## config.mk

```make
export PLATFORM = sky130hd
export DESIGN_NAME = tile_atlas_uv_grid
export DESIGN_NICKNAME = d
export VERILOG_FILES = /design/src/rtl/tauv_pkg.sv /design/src/rtl/tauv_div.sv /design/src/rtl/tauv_dp.sv /design/src/rtl/tauv_ctrl.sv /design/src/rtl/tile_atlas_uv_grid.sv
export SDC_FILE = /design/constraint.sdc
export NUM_CORES = 2
export LEC_CHECK = 0
export ABC_AREA = 1
export BUFFER_PORTS_ARGS = -buffer_cell sky130_fd_sc_hd__buf_2
export CAP_MARGIN = 20
export CORE_UTILIZATION = 65
export DETAILED_ROUTE_END_ITERATION = 6
export GPL_TIMING_DRIVEN = 0
export PLACE_DENSITY = 0.83
export SYNTH_ARGS = -nofsm -noshare
export SYNTH_HDL_FRONTEND = slang
export SYNTH_SLANG_ARGS = --single-unit
```

## constraint.sdc

```tcl
create_clock -name clk -period 9.3 [get_ports clk]
set_input_delay 0.465 -clock clk [delete_from_list [all_inputs] [get_ports clk]]
set_output_delay 0.465 -clock clk [all_outputs]
set_load 0.05 [all_outputs]
```

## src/rtl/tauv_pkg.sv

```systemverilog
// tauv_pkg: shared types and constants for the atlas tile uv grid block
// item and result payloads, controller states, divider operations, command and status
// no dependencies
package tauv_pkg;

	localparam int KIND_W = 2;
	localparam int POS_W = 14;
	localparam int EXT_W = 15;
	localparam int CNT_W = 4;
	localparam int PAD_W = 8;
	localparam int ATLAS_W = 15;
	localparam int OUT_W = 18;
	localparam int DIVISOR_W = 16;
	localparam int DIV_STEP_BITS = 4;

	localparam logic [OUT_W-1:0] OUT_MAX = '1;
	localparam logic [ATLAS_W-1:0] ATLAS_RESET = 15'd1024;

	localparam logic [KIND_W-1:0] KIND_SINGLE = 2'd0;
	localparam logic [KIND_W-1:0] KIND_DESC = 2'd2;
	localparam logic [KIND_W-1:0] KIND_BAD = 2'd3;

	localparam logic CFG_ATLAS_WIDTH = 1'b0;
	localparam logic CFG_ATLAS_HEIGHT = 1'b1;

	typedef struct packed {
		logic [KIND_W-1:0] kind;
		logic [POS_W-1:0] region_min_x;
		logic [POS_W-1:0] region_min_y;
		logic [EXT_W-1:0] region_width;
		logic [EXT_W-1:0] region_height;
		logic [CNT_W-1:0] tiles_x;
		logic [CNT_W-1:0] tiles_y;
		logic [PAD_W-1:0] pad_x;
		logic [PAD_W-1:0] pad_y;
	} item_t;

	typedef struct packed {
		logic [OUT_W-1:0] corner_u;
		logic [OUT_W-1:0] corner_v;
		logic [OUT_W-1:0] size_u;
		logic [OUT_W-1:0] size_v;
		logic last;
		logic error;
	} result_t;

	typedef enum logic [2:0] {
		S_IDLE,
		S_CHECK,
		S_LAUNCH,
		S_WAIT,
		S_INIT,
		S_EMIT,
		S_ERR
	} ctrl_state_t;

	typedef enum logic [2:0] {
		OP_TILE,
		OP_BLKS,
		OP_UV,
		OP_STEP,
		OP_SIZE,
		OP_ORG
	} div_op_t;

	typedef struct packed {
		logic load_item;
		logic div_start;
		logic capture;
		div_op_t op;
		logic axis;
		logic emit_init;
		logic emit_step;
		logic emit_err;
	} dp_cmd_t;

	typedef struct packed {
		logic div_done;
		logic pre_bad;
		logic q_bad;
		logic tile_last;
	} dp_stat_t;

	function automatic div_op_t next_op(input div_op_t op);
		div_op_t r;
		case (op)
			OP_TILE: r = OP_BLKS;
			OP_BLKS: r = OP_UV;
			OP_UV: r = OP_STEP;
			OP_STEP: r = OP_SIZE;
			OP_SIZE: r = OP_ORG;
			default: r = OP_TILE;
		endcase
		return r;
	endfunction

endpackage

```

## src/rtl/tauv_div.sv

```systemverilog
// tauv_div: shared restoring divider, several quotient bits per cycle
// dividend width is a multiple of the step width; registered quotient with a done pulse
// depends on tauv_pkg
module tauv_div #(
	parameter int DIVIDEND_W = 32
) (
	input  logic clk,
	input  logic arst_n,
	input  logic start,
	input  logic [DIVIDEND_W-1:0] dividend,
	input  logic [tauv_pkg::DIVISOR_W-1:0] divisor,
	output logic done,
	output logic [DIVIDEND_W-1:0] quotient
);

	localparam int ITER = DIVIDEND_W / tauv_pkg::DIV_STEP_BITS;
	localparam int ICW = $clog2(ITER + 1);
	localparam int DVW = tauv_pkg::DIVISOR_W;

	logic [DIVIDEND_W-1:0] work_q;
	logic [DIVIDEND_W-1:0] work_nx;
	logic [DVW-1:0] rem_q;
	logic [DVW-1:0] rem_nx;
	logic [DVW-1:0] dsr_q;
	logic [ICW-1:0] cnt_q;
	logic run_q;
	logic done_q;

	always_comb begin
		logic [DVW:0] t;
		rem_nx = rem_q;
		work_nx = work_q;
		for (int k = 0; k < tauv_pkg::DIV_STEP_BITS; k++) begin
			t = {rem_nx, work_nx[DIVIDEND_W-1]};
			work_nx = {work_nx[DIVIDEND_W-2:0], 1'b0};
			if (t >= {1'b0, dsr_q}) begin
				t = t - {1'b0, dsr_q};
				work_nx[0] = 1'b1;
			end
			rem_nx = t[DVW-1:0];
		end
	end

	always_ff @(posedge clk or negedge arst_n) begin
		if (!arst_n) begin
			run_q <= 1'b0;
			cnt_q <= '0;
			done_q <= 1'b0;
		end else begin
			done_q <= 1'b0;
			if (start) begin
				run_q <= 1'b1;
				cnt_q <= ICW'(ITER);
			end else if (run_q) begin
				cnt_q <= cnt_q - ICW'(1);
				if (cnt_q == ICW'(1)) begin
					run_q <= 1'b0;
					done_q <= 1'b1;
				end
			end
		end
	end

	always_ff @(posedge clk) begin
		if (start) begin
			work_q <= dividend;
			rem_q <= '0;
			dsr_q <= divisor;
		end else if (run_q) begin
			work_q <= work_nx;
			rem_q <= rem_nx;
		end
	end

	assign done = done_q;
	assign quotient = work_q;

endmodule

```

## src/rtl/tauv_dp.sv

```systemverilog
// tauv_dp: datapath for the atlas tile uv grid block
// atlas registers, item latch, per-axis setup through the shared divider, tile emission
// depends on tauv_pkg and tauv_div
module tauv_dp #(
	parameter int MAX_SUBDIVISIONS = 8,
	parameter int UV_FRACTION_BITS = 16
) (
	input  logic clk,
	input  logic arst_n,
	input  logic cfg_we,
	input  logic cfg_index,
	input  logic [tauv_pkg::ATLAS_W-1:0] cfg_data,
	input  tauv_pkg::item_t item,
	input  tauv_pkg::dp_cmd_t cmd,
	output tauv_pkg::dp_stat_t stat,
	output tauv_pkg::result_t result,
	output logic strobe
);

	localparam int NW = $clog2(MAX_SUBDIVISIONS + 1);
	localparam int SW = UV_FRACTION_BITS + 1;
	localparam int OW = UV_FRACTION_BITS + 15;
	localparam int CW = UV_FRACTION_BITS + 16;
	localparam int DW = UV_FRACTION_BITS + 16;
	localparam int SB = tauv_pkg::DIV_STEP_BITS;
	localparam int DWP = ((DW + SB - 1) / SB) * SB;
	localparam int DVW = tauv_pkg::DIVISOR_W;
	localparam int EW = tauv_pkg::EXT_W;
	localparam int PW = tauv_pkg::PAD_W;
	localparam int TPW = PW + NW;

	function automatic logic [NW-1:0] sat_n(input logic [tauv_pkg::CNT_W-1:0] t,
		input logic m0);
		logic [NW-1:0] r;
		if (m0) begin
			r = NW'(1);
		end else if (32'(t) > MAX_SUBDIVISIONS) begin
			r = NW'(MAX_SUBDIVISIONS);
		end else begin
			r = NW'(t);
		end
		return r;
	endfunction

	function automatic logic [tauv_pkg::OUT_W-1:0] sat_out(input logic [CW-1:0] v);
		logic [tauv_pkg::OUT_W-1:0] r;
		if (v > CW'(tauv_pkg::OUT_MAX)) begin
			r = tauv_pkg::OUT_MAX;
		end else begin
			r = v[tauv_pkg::OUT_W-1:0];
		end
		return r;
	endfunction

	logic [tauv_pkg::ATLAS_W-1:0] atlas_w_q;
	logic [tauv_pkg::ATLAS_W-1:0] atlas_h_q;
	tauv_pkg::item_t item_q;

	logic [EW-1:0] tile_q;
	logic [DVW-1:0] blk_q;
	logic [EW-1:0] d_q;
	logic [SW-1:0] uv_q;
	logic [SW-1:0] step_x_q;
	logic [SW-1:0] step_y_q;
	logic [SW-1:0] size_x_q;
	logic [SW-1:0] size_y_q;
	logic [OW-1:0] org_x_q;
	logic [OW-1:0] org_y_q;

	logic [CW-1:0] cu_q;
	logic [CW-1:0] cv_q;
	logic [CW-1:0] cv0_q;
	logic [NW-1:0] ix_q;
	logic [NW-1:0] iy_q;
	tauv_pkg::result_t result_q;
	logic strobe_q;

	logic mode0;
	logic desc;
	logic [NW-1:0] nx_eff;
	logic [NW-1:0] ny_eff;
	logic [NW-1:0] nx_m1;
	logic [NW-1:0] ny_m1;
	logic [NW-1:0] n_cur;
	logic [NW-1:0] nm1_cur;
	logic [tauv_pkg::ATLAS_W-1:0] a_cur;
	logic [EW-1:0] ext_cur;
	logic [tauv_pkg::POS_W-1:0] min_cur;
	logic [PW-1:0] pad_eff;
	logic [SW-1:0] step_cur;
	logic [TPW-1:0] totpad;
	logic [DVW-1:0] ext_left;
	logic [30:0] prod_db;
	logic [SW+14:0] prod_st;
	logic [SW+13:0] prod_sm;
	logic [DWP-1:0] div_a;
	logic [DVW-1:0] div_b;
	logic div_done;
	logic [DWP-1:0] q;
	logic tile_last;

	assign mode0 = (item_q.kind == tauv_pkg::KIND_SINGLE);
	assign desc = (item_q.kind == tauv_pkg::KIND_DESC);
	assign nx_eff = sat_n(item_q.tiles_x, mode0);
	assign ny_eff = sat_n(item_q.tiles_y, mode0);
	assign nx_m1 = nx_eff - NW'(1);
	assign ny_m1 = ny_eff - NW'(1);

	assign n_cur = cmd.axis ? ny_eff : nx_eff;
	assign nm1_cur = n_cur - NW'(1);
	assign a_cur = cmd.axis ? atlas_h_q : atlas_w_q;
	assign ext_cur = cmd.axis ? item_q.region_height : item_q.region_width;
	assign min_cur = cmd.axis ? item_q.region_min_y : item_q.region_min_x;
	assign pad_eff = mode0 ? '0 : (cmd.axis ? item_q.pad_y : item_q.pad_x);
	assign step_cur = cmd.axis ? step_y_q : step_x_q;

	assign totpad = TPW'(pad_eff) * TPW'(nm1_cur);
	assign ext_left = DVW'(ext_cur) - DVW'(totpad);
	assign prod_db = 31'(d_q) * 31'(blk_q);
	assign prod_st = (SW+15)'(step_cur) * (SW+15)'(tile_q);
	assign prod_sm = (SW+14)'(step_cur) * (SW+14)'(min_cur);

	always_comb begin
		case (cmd.op)
			tauv_pkg::OP_TILE: begin
				div_a = DWP'(ext_left);
				div_b = DVW'(n_cur);
			end
			tauv_pkg::OP_BLKS: begin
				div_a = DWP'(a_cur);
				div_b = blk_q;
			end
			tauv_pkg::OP_UV: begin
				div_a = DWP'({prod_db[EW-1:0], {UV_FRACTION_BITS{1'b0}}});
				div_b = DVW'(a_cur);
			end
			tauv_pkg::OP_STEP: begin
				div_a = DWP'(uv_q);
				div_b = DVW'(d_q);
			end
			tauv_pkg::OP_SIZE: begin
				div_a = DWP'(prod_st);
				div_b = blk_q;
			end
			tauv_pkg::OP_ORG: begin
				div_a = DWP'(prod_sm);
				div_b = mode0 ? DVW'(1) : blk_q;
			end
			default: begin
				div_a = '0;
				div_b = DVW'(1);
			end
		endcase
	end

	tauv_div #(
		.DIVIDEND_W(DWP)
	) u_div (
		.clk(clk),
		.arst_n(arst_n),
		.start(cmd.div_start),
		.dividend(div_a),
		.divisor(div_b),
		.done(div_done),
		.quotient(q)
	);

	assign tile_last = (ix_q == nx_m1) && (iy_q == ny_m1);

	always_comb begin
		stat.div_done = div_done;
		stat.tile_last = tile_last;
		stat.pre_bad = (item_q.kind == tauv_pkg::KIND_BAD) || (n_cur == '0) ||
			(DVW'(ext_cur) < DVW'(totpad));
		case (cmd.op)
			tauv_pkg::OP_TILE: stat.q_bad = (q == '0) ||
				(DVW'(a_cur) < DVW'(q[EW-1:0]) + DVW'(pad_eff));
			tauv_pkg::OP_STEP: stat.q_bad = (q == '0);
			tauv_pkg::OP_SIZE: stat.q_bad = (q == '0);
			default: stat.q_bad = 1'b0;
		endcase
	end

	always_ff @(posedge clk or negedge arst_n) begin
		if (!arst_n) begin
			atlas_w_q <= tauv_pkg::ATLAS_RESET;
			atlas_h_q <= tauv_pkg::ATLAS_RESET;
			ix_q <= '0;
			iy_q <= '0;
			strobe_q <= 1'b0;
		end else begin
			if (cfg_we) begin
				case (cfg_index)
					tauv_pkg::CFG_ATLAS_WIDTH: atlas_w_q <= cfg_data;
					tauv_pkg::CFG_ATLAS_HEIGHT: atlas_h_q <= cfg_data;
					default: ;
				endcase
			end
			strobe_q <= cmd.emit_step || cmd.emit_err;
			if (cmd.emit_init) begin
				ix_q <= '0;
				iy_q <= '0;
			end else if (cmd.emit_step) begin
				if (iy_q == ny_m1) begin
					iy_q <= '0;
					ix_q <= ix_q + NW'(1);
				end else begin
					iy_q <= iy_q + NW'(1);
				end
			end
		end
	end

	always_ff @(posedge clk) begin
		if (cmd.load_item) begin
			item_q <= item;
		end
		if (div_done && cmd.capture) begin
			case (cmd.op)
				tauv_pkg::OP_TILE: begin
					tile_q <= q[EW-1:0];
					blk_q <= DVW'(q[EW-1:0]) + DVW'(pad_eff);
				end
				tauv_pkg::OP_BLKS: d_q <= q[EW-1:0];
				tauv_pkg::OP_UV: uv_q <= q[SW-1:0];
				tauv_pkg::OP_STEP: begin
					if (cmd.axis) begin
						step_y_q <= q[SW-1:0];
					end else begin
						step_x_q <= q[SW-1:0];
					end
				end
				tauv_pkg::OP_SIZE: begin
					if (cmd.axis) begin
						size_y_q <= q[SW-1:0];
					end else begin
						size_x_q <= q[SW-1:0];
					end
				end
				tauv_pkg::OP_ORG: begin
					if (cmd.axis) begin
						org_y_q <= q[OW-1:0];
					end else begin
						org_x_q <= q[OW-1:0];
					end
				end
				default: ;
			endcase
		end
		if (cmd.emit_init) begin
			cu_q <= CW'(org_x_q) + (desc ? CW'(nx_m1) * CW'(step_x_q) : '0);
			cv_q <= CW'(org_y_q) + (desc ? CW'(ny_m1) * CW'(step_y_q) : '0);
			cv0_q <= CW'(org_y_q) + (desc ? CW'(ny_m1) * CW'(step_y_q) : '0);
		end else if (cmd.emit_step) begin
			if (iy_q == ny_m1) begin
				cu_q <= desc ? cu_q - CW'(step_x_q) : cu_q + CW'(step_x_q);
				cv_q <= cv0_q;
			end else begin
				cv_q <= desc ? cv_q - CW'(step_y_q) : cv_q + CW'(step_y_q);
			end
		end
		if (cmd.emit_step) begin
			result_q.corner_u <= sat_out(cu_q);
			result_q.corner_v <= sat_out(cv_q);
			result_q.size_u <= sat_out(CW'(size_x_q));
			result_q.size_v <= sat_out(CW'(size_y_q));
			result_q.last <= tile_last;
			result_q.error <= 1'b0;
		end else if (cmd.emit_err) begin
			result_q.corner_u <= '0;
			result_q.corner_v <= '0;
			result_q.size_u <= '0;
			result_q.size_v <= '0;
			result_q.last <= 1'b1;
			result_q.error <= 1'b1;
		end
	end

	assign result = result_q;
	assign strobe = strobe_q;

endmodule

```

## src/rtl/tauv_ctrl.sv

```systemverilog
// tauv_ctrl: sequencer for the atlas tile uv grid block
// steps both axes through the divider operations, then drives tile emission or an error result
// depends on tauv_pkg
module tauv_ctrl (
	input  logic clk,
	input  logic arst_n,
	input  logic start,
	output logic busy,
	output tauv_pkg::dp_cmd_t cmd,
	input  tauv_pkg::dp_stat_t stat
);

	tauv_pkg::ctrl_state_t state_q;
	tauv_pkg::ctrl_state_t state_n;
	tauv_pkg::div_op_t op_q;
	tauv_pkg::div_op_t op_n;
	logic axis_q;
	logic axis_n;

	always_ff @(posedge clk or negedge arst_n) begin
		if (!arst_n) begin
			state_q <= tauv_pkg::S_IDLE;
			op_q <= tauv_pkg::OP_TILE;
			axis_q <= 1'b0;
		end else begin
			state_q <= state_n;
			op_q <= op_n;
			axis_q <= axis_n;
		end
	end

	always_comb begin
		state_n = state_q;
		op_n = op_q;
		axis_n = axis_q;
		cmd = '0;
		cmd.op = op_q;
		cmd.axis = axis_q;
		case (state_q)
			tauv_pkg::S_IDLE: begin
				if (start) begin
					cmd.load_item = 1'b1;
					axis_n = 1'b0;
					state_n = tauv_pkg::S_CHECK;
				end
			end
			tauv_pkg::S_CHECK: begin
				if (stat.pre_bad) begin
					state_n = tauv_pkg::S_ERR;
				end else begin
					op_n = tauv_pkg::OP_TILE;
					state_n = tauv_pkg::S_LAUNCH;
				end
			end
			tauv_pkg::S_LAUNCH: begin
				cmd.div_start = 1'b1;
				state_n = tauv_pkg::S_WAIT;
			end
			tauv_pkg::S_WAIT: begin
				cmd.capture = 1'b1;
				if (stat.div_done) begin
					if (stat.q_bad) begin
						state_n = tauv_pkg::S_ERR;
					end else if (op_q == tauv_pkg::OP_ORG) begin
						if (!axis_q) begin
							axis_n = 1'b1;
							state_n = tauv_pkg::S_CHECK;
						end else begin
							state_n = tauv_pkg::S_INIT;
						end
					end else begin
						op_n = tauv_pkg::next_op(op_q);
						state_n = tauv_pkg::S_LAUNCH;
					end
				end
			end
			tauv_pkg::S_INIT: begin
				cmd.emit_init = 1'b1;
				state_n = tauv_pkg::S_EMIT;
			end
			tauv_pkg::S_EMIT: begin
				cmd.emit_step = 1'b1;
				if (stat.tile_last) begin
					state_n = tauv_pkg::S_IDLE;
				end
			end
			tauv_pkg::S_ERR: begin
				cmd.emit_err = 1'b1;
				state_n = tauv_pkg::S_IDLE;
			end
			default: begin
				state_n = tauv_pkg::S_IDLE;
			end
		endcase
	end

	assign busy = (state_q != tauv_pkg::S_IDLE);

endmodule

```

## src/rtl/tile_atlas_uv_grid.sv

```systemverilog
// tile_atlas_uv_grid: top level, uv rectangles for the tiles of one atlas region
// joins the sequencer and the datapath; configuration port for the atlas size
// depends on tauv_pkg, tauv_ctrl, tauv_dp
//
// a region is taken when start is high and busy is low; busy drops at the same edge
// that puts the last result of that region on the result ports, so the next region
// can be taken while that result is still showing. results appear one per cycle on
// result, each marked by a one-cycle strobe, and cannot be held off by the receiver.
// both axes go through six divisions each on one shared divider that retires four
// quotient bits a cycle; after that setup a region emits one tile per cycle, up to
// 64 tiles at the default MAX_SUBDIVISIONS; the last result is on the ports in the
// first cycle that busy is low. an error is reported as soon as it is found, so
// error results come sooner. atlas width and height are written through cfg_we,
// cfg_index and cfg_data; write them only while the block is idle, as the block
// itself does not enforce this.
module tile_atlas_uv_grid #(
	parameter int MAX_SUBDIVISIONS = 8,
	parameter int UV_FRACTION_BITS = 16
) (
	input  logic clk,
	input  logic arst_n,
	input  logic start,
	output logic busy,
	input  tauv_pkg::item_t item,
	output tauv_pkg::result_t result,
	output logic strobe,
	input  logic cfg_we,
	input  logic cfg_index,
	input  logic [tauv_pkg::ATLAS_W-1:0] cfg_data
);

	tauv_pkg::dp_cmd_t cmd;
	tauv_pkg::dp_stat_t stat;

	tauv_ctrl u_ctrl (
		.clk(clk),
		.arst_n(arst_n),
		.start(start),
		.busy(busy),
		.cmd(cmd),
		.stat(stat)
	);

	tauv_dp #(
		.MAX_SUBDIVISIONS(MAX_SUBDIVISIONS),
		.UV_FRACTION_BITS(UV_FRACTION_BITS)
	) u_dp (
		.clk(clk),
		.arst_n(arst_n),
		.cfg_we(cfg_we),
		.cfg_index(cfg_index),
		.cfg_data(cfg_data),
		.item(item),
		.cmd(cmd),
		.stat(stat),
		.result(result),
		.strobe(strobe)
	);

	a_err_is_last: assert property (@(posedge clk) disable iff (!arst_n)
		strobe && result.error |-> result.last)
		else $error("error result without last");

	a_accept_busy: assert property (@(posedge clk) disable iff (!arst_n)
		start && !busy |=> busy)
		else $error("item taken but block not busy");

	a_done_last: assert property (@(posedge clk) disable iff (!arst_n)
		$fell(busy) |-> strobe && result.last)
		else $error("block went idle without a last result");

	a_mid_not_last: assert property (@(posedge clk) disable iff (!arst_n)
		strobe && busy |-> !result.last)
		else $error("last result while region still running");

endmodule

```

==> summary.md <==
| Metric | Value |
|---|---|
| Global-route track usage on met2 | 0.679 |
| Worst R2R End | u_dp.u_div.quotient[26]$_DFFE_PP_ |
| Final hold vios | 0 |
| Site row count | 109 |
| # clock sinks | 561 |
| Via Count | 52.5k |
| Commonest non-fill, non-tap cell in the layout | nand2_1 |
| Mapped Cells | 7069 |
| Complex-gate fraction of the synthesized area | 0.105 |
| Die width | 300 um |
| TritonRoute pass-1 iters | 7 |
| Fmax achieved | 109 MHz |
| Beginning of the worst hold path | item[77] |
| CORE AREA | 88200 um2 |
| Die height | 300 um |
| Critical path fanouts, max | 10 |
| Worst R2R Start | u_ctrl.axis_q$_DFFE_PN0P_ |
| Crit path DAT | 9.57 ns |
| Clk_skew | 0.0590 ns |
| Synth Area in XOR/XNOR | 0.0324 |
| Syn avg cell area | 8.19 um2 |
| # DRC | 0 |
| CP Capture Type | flop |
| CTS tree | built |
| Most frequent CP cell | fa_1 |
| Post-synthesis adder-cell area fraction | 0.290 |
| Post-DP HPWL | 149 mm |
| Total track usage | 0.430 |
| CTS clock-pin slew for the worst setup and hold paths | 0.06 ns |
| Sequential area share after synthesis | 0.284 |
| GR Util met3 | 0.103 |
| Largest net degree at the start of global routing | 70 |
| Buf+Inv Stages, Crit Path | 5 |
| Root buffer cell | clkbuf_16 |
| Routed wire length per instance | 22.2 um |
| R2r worst-path depth | 27 |
| Grt met1 use | 0.526 |
| WL final | 192 mm |
| Endpoints failing setup | 0 |
| Utilization after layout | 0.723 |
| Synthesized cell area | 57900 um2 |
| Yosys reg bits | 561 |
| Reg2reg setup slack | 0.14 ns |
| Post-route antenna net violation count | 0 |
| Max-slew violation count | 0 |
| Initial core utilization | 0.656 |
| Initial DRC Count | 6166 |
| Largest cells by area after synthesis | edfxtp_1 26%, fa_1 18%, ha_1 11% |
| CP delay by family, top | adder cells |
| Period utilization | 0.985 |
| Overflow after GRT | 0 |
| Post-synth ARST share | 0.0927 |
| Num CTS Buffers | 60 |
| Clock Path Buffers | 3 |
| Worst-skew pair later-pin latency | 0.70 ns |
| Die ar. | 90300 um2 |
| Crit-path slowest cell | clkbuf_1 |
| Hold depth | 1 |
| Share of layout cells above drive strength 1 | 0.0624 |
| Critical Path Start Type | flop |
| Global placement routability congestion | 1.04 |
| First-pass GRT wire length | 293 mm |
| Io pins | 180 |
| Post-synth top area share | 0.255 |
| Slew @ Worst Pin | 1.27 ns |
| Hold crit path type | in2reg |
| Yosys Warn Count | 0 |
| Largest stage delay, worst path | 0.78 ns |
| IO buf count | 177 |
| Main combinational cell family by area after synthesis | adder cells |
| Nets | 8564 |
| Vias in the first global route | 51.8k |
| Area leader, netlist | edfxtp_1 |
| Busiest grt layer | met2 |
| Most frequent cells in the layout | 1628 x nand2_1, 1246 x inv_1, 531 x nor2_1, 520 x fa_1, 509 x ha_1 |
| Simple logic cell fraction of the synthesized area | 0.190 |
| Hold Path End | u_dp.item_q[77]$_DFFE_PP_ |
| Mux cell area share after synthesis | 0.00160 |
| Worst EP required | 9.70 ns |
| Worst slew margin | 0.146 |
| Dominant synthesized flop cell | edfxtp_1 |
| Worst setup path class | reg2reg |
| Netlist cell types | 69 |
| Max_cap viols | 0 |
| Min Tclk post-route | 9.16 ns |
| EDFF count, synth | 492 |
| H-Tree Level Count | 2 |
| Area Growth Syn to Fin | 10.2% |
| Status | finished, final reports clean |
| DR vias/cell | 6.07 |
| Number of antenna violations at the first check in global routing | 7 |
-- worst reg2reg max path, delay by kind of cell, from the launching register on --
kind	cells	cell delay, ns
buf+inv	5	1.79
flops	1	0.62
simple gates	13	2.66
fa+ha+maj	7	3.58
compound gates	2	0.24
-- final cells by class --
type                       instances  area, um2
antenna                            3       7.51
buffer                           207        860
clock buffer                      86       1800
clock inverter                    28        234
fill                            6604      24400
inverter                        1272       4790
multi-input combinational       5027      36000
sequential                       561      16400
tap                             1165       1460
timing repair buffer             301       2270
-- cell usage after synthesis, types with 34 or more instances --
master,instances
nor2_1,536
nand3_1,231
clkbuf_1,172
o21ai_0,447
fa_1,520
a31oi_1,36
nand4_1,62
nand2_1,1632
inv_1,1251
dfrtp_1,50
xor2_1,141
nor4_1,34
xnor2_1,73
a21oi_1,420
edfxtp_1,492
or2_2,43
ha_1,510
nor3_1,81
-- metal layers --
layer,vias up,part of all wire
li1,23500,-
met1,24800,0.35
met2,3353,0.45
met3,839,0.12
met4,8,0.078
met5,-,0.00029
-- registers in the layout, indices dropped and copies added (netlist names), 16 cells and up --
signal,flops
u_dp.cu_q,32
u_dp.size_x_q,17
u_dp.cv0_q,32
u_dp.blk_q,16
u_dp.u_div.dsr_q,16
u_dp.size_y_q,17
u_dp.org_x_q,31
u_dp.item_q,84
u_dp.u_div.rem_q,16
u_dp.uv_q,17
u_dp.cv_q,32
u_dp.u_div.quotient,32
u_dp.step_x_q,17
u_dp.org_y_q,31
u_dp.step_y_q,17
u_dp.result,72
-- metrics by stage --
step                setup WS [ns]  instance area (um2)  hold slack, ns  instances  TNS [ns]
finish                      0.137                63800         0.00333       8650         0
global route              -0.0113                63800         0.00480       8647   -0.0201
CTS                       0.00815                63600         0.00137       8636         0
detailed placement         -0.780                60700           0.463       8441     -8.91
global placement           -0.809                60200           0.458       8412    -71.59
floorplan                    1.82                57900           0.169       7070         0
-- worst max path at each step --
stage | slack (ns) | endpoint | cells after the start | startpoint
6_report | 0.14 | u_dp.u_div.quotient[26]$_DFFE_PP_ | 27 | u_ctrl.axis_q$_DFFE_PN0P_
5_1_grt | -0.01 | u_dp.u_div.rem_q[14]$_SDFFE_PP0P_ | 56 | u_dp.u_div.dsr_q[4]$_DFFE_PP_
4_1_cts | 0.008 | u_dp.u_div.quotient[30]$_DFFE_PP_ | 31 | u_ctrl.axis_q$_DFFE_PN0P_
3_5_place_dp | -0.78 | u_dp.u_div.quotient[30]$_DFFE_PP_ | 32 | u_ctrl.axis_q$_DFFE_PN0P_
3_3_place_gp | -0.81 | u_ctrl.axis_q$_DFFE_PN0P_ | 9 | u_ctrl.op_q[2]$_DFFE_PN0P_
2_1_floorplan | 1.82 | u_ctrl.axis_q$_DFFE_PN0P_ | 9 | u_ctrl.state_q[0]$_DFFE_PN0P_
-- timing repair --
action | in CTS | in global routing
resized for setup | 12 | 75
setup endpoints to repair | 31 | 48
pin swaps | 0 | 1
hold endpoints to repair | 102 | 0
hold buffers | 83 | 0
buffers inserted | 0 | 10
-- cell families after synthesis --
| kind of cell | after synthesis |
|---|---|
| compound gates | 1101 |
| xor+xnor | 214 |
| other cells | 1 |
| flops | 561 |
| fa+ha+maj | 1030 |
| mux | 9 |
| buf+inv | 1482 |
| simple gates | 2671 |
Power is not shown: default switching activity piles up to over one toggle a cycle in this logic, so the estimate is an artifact.
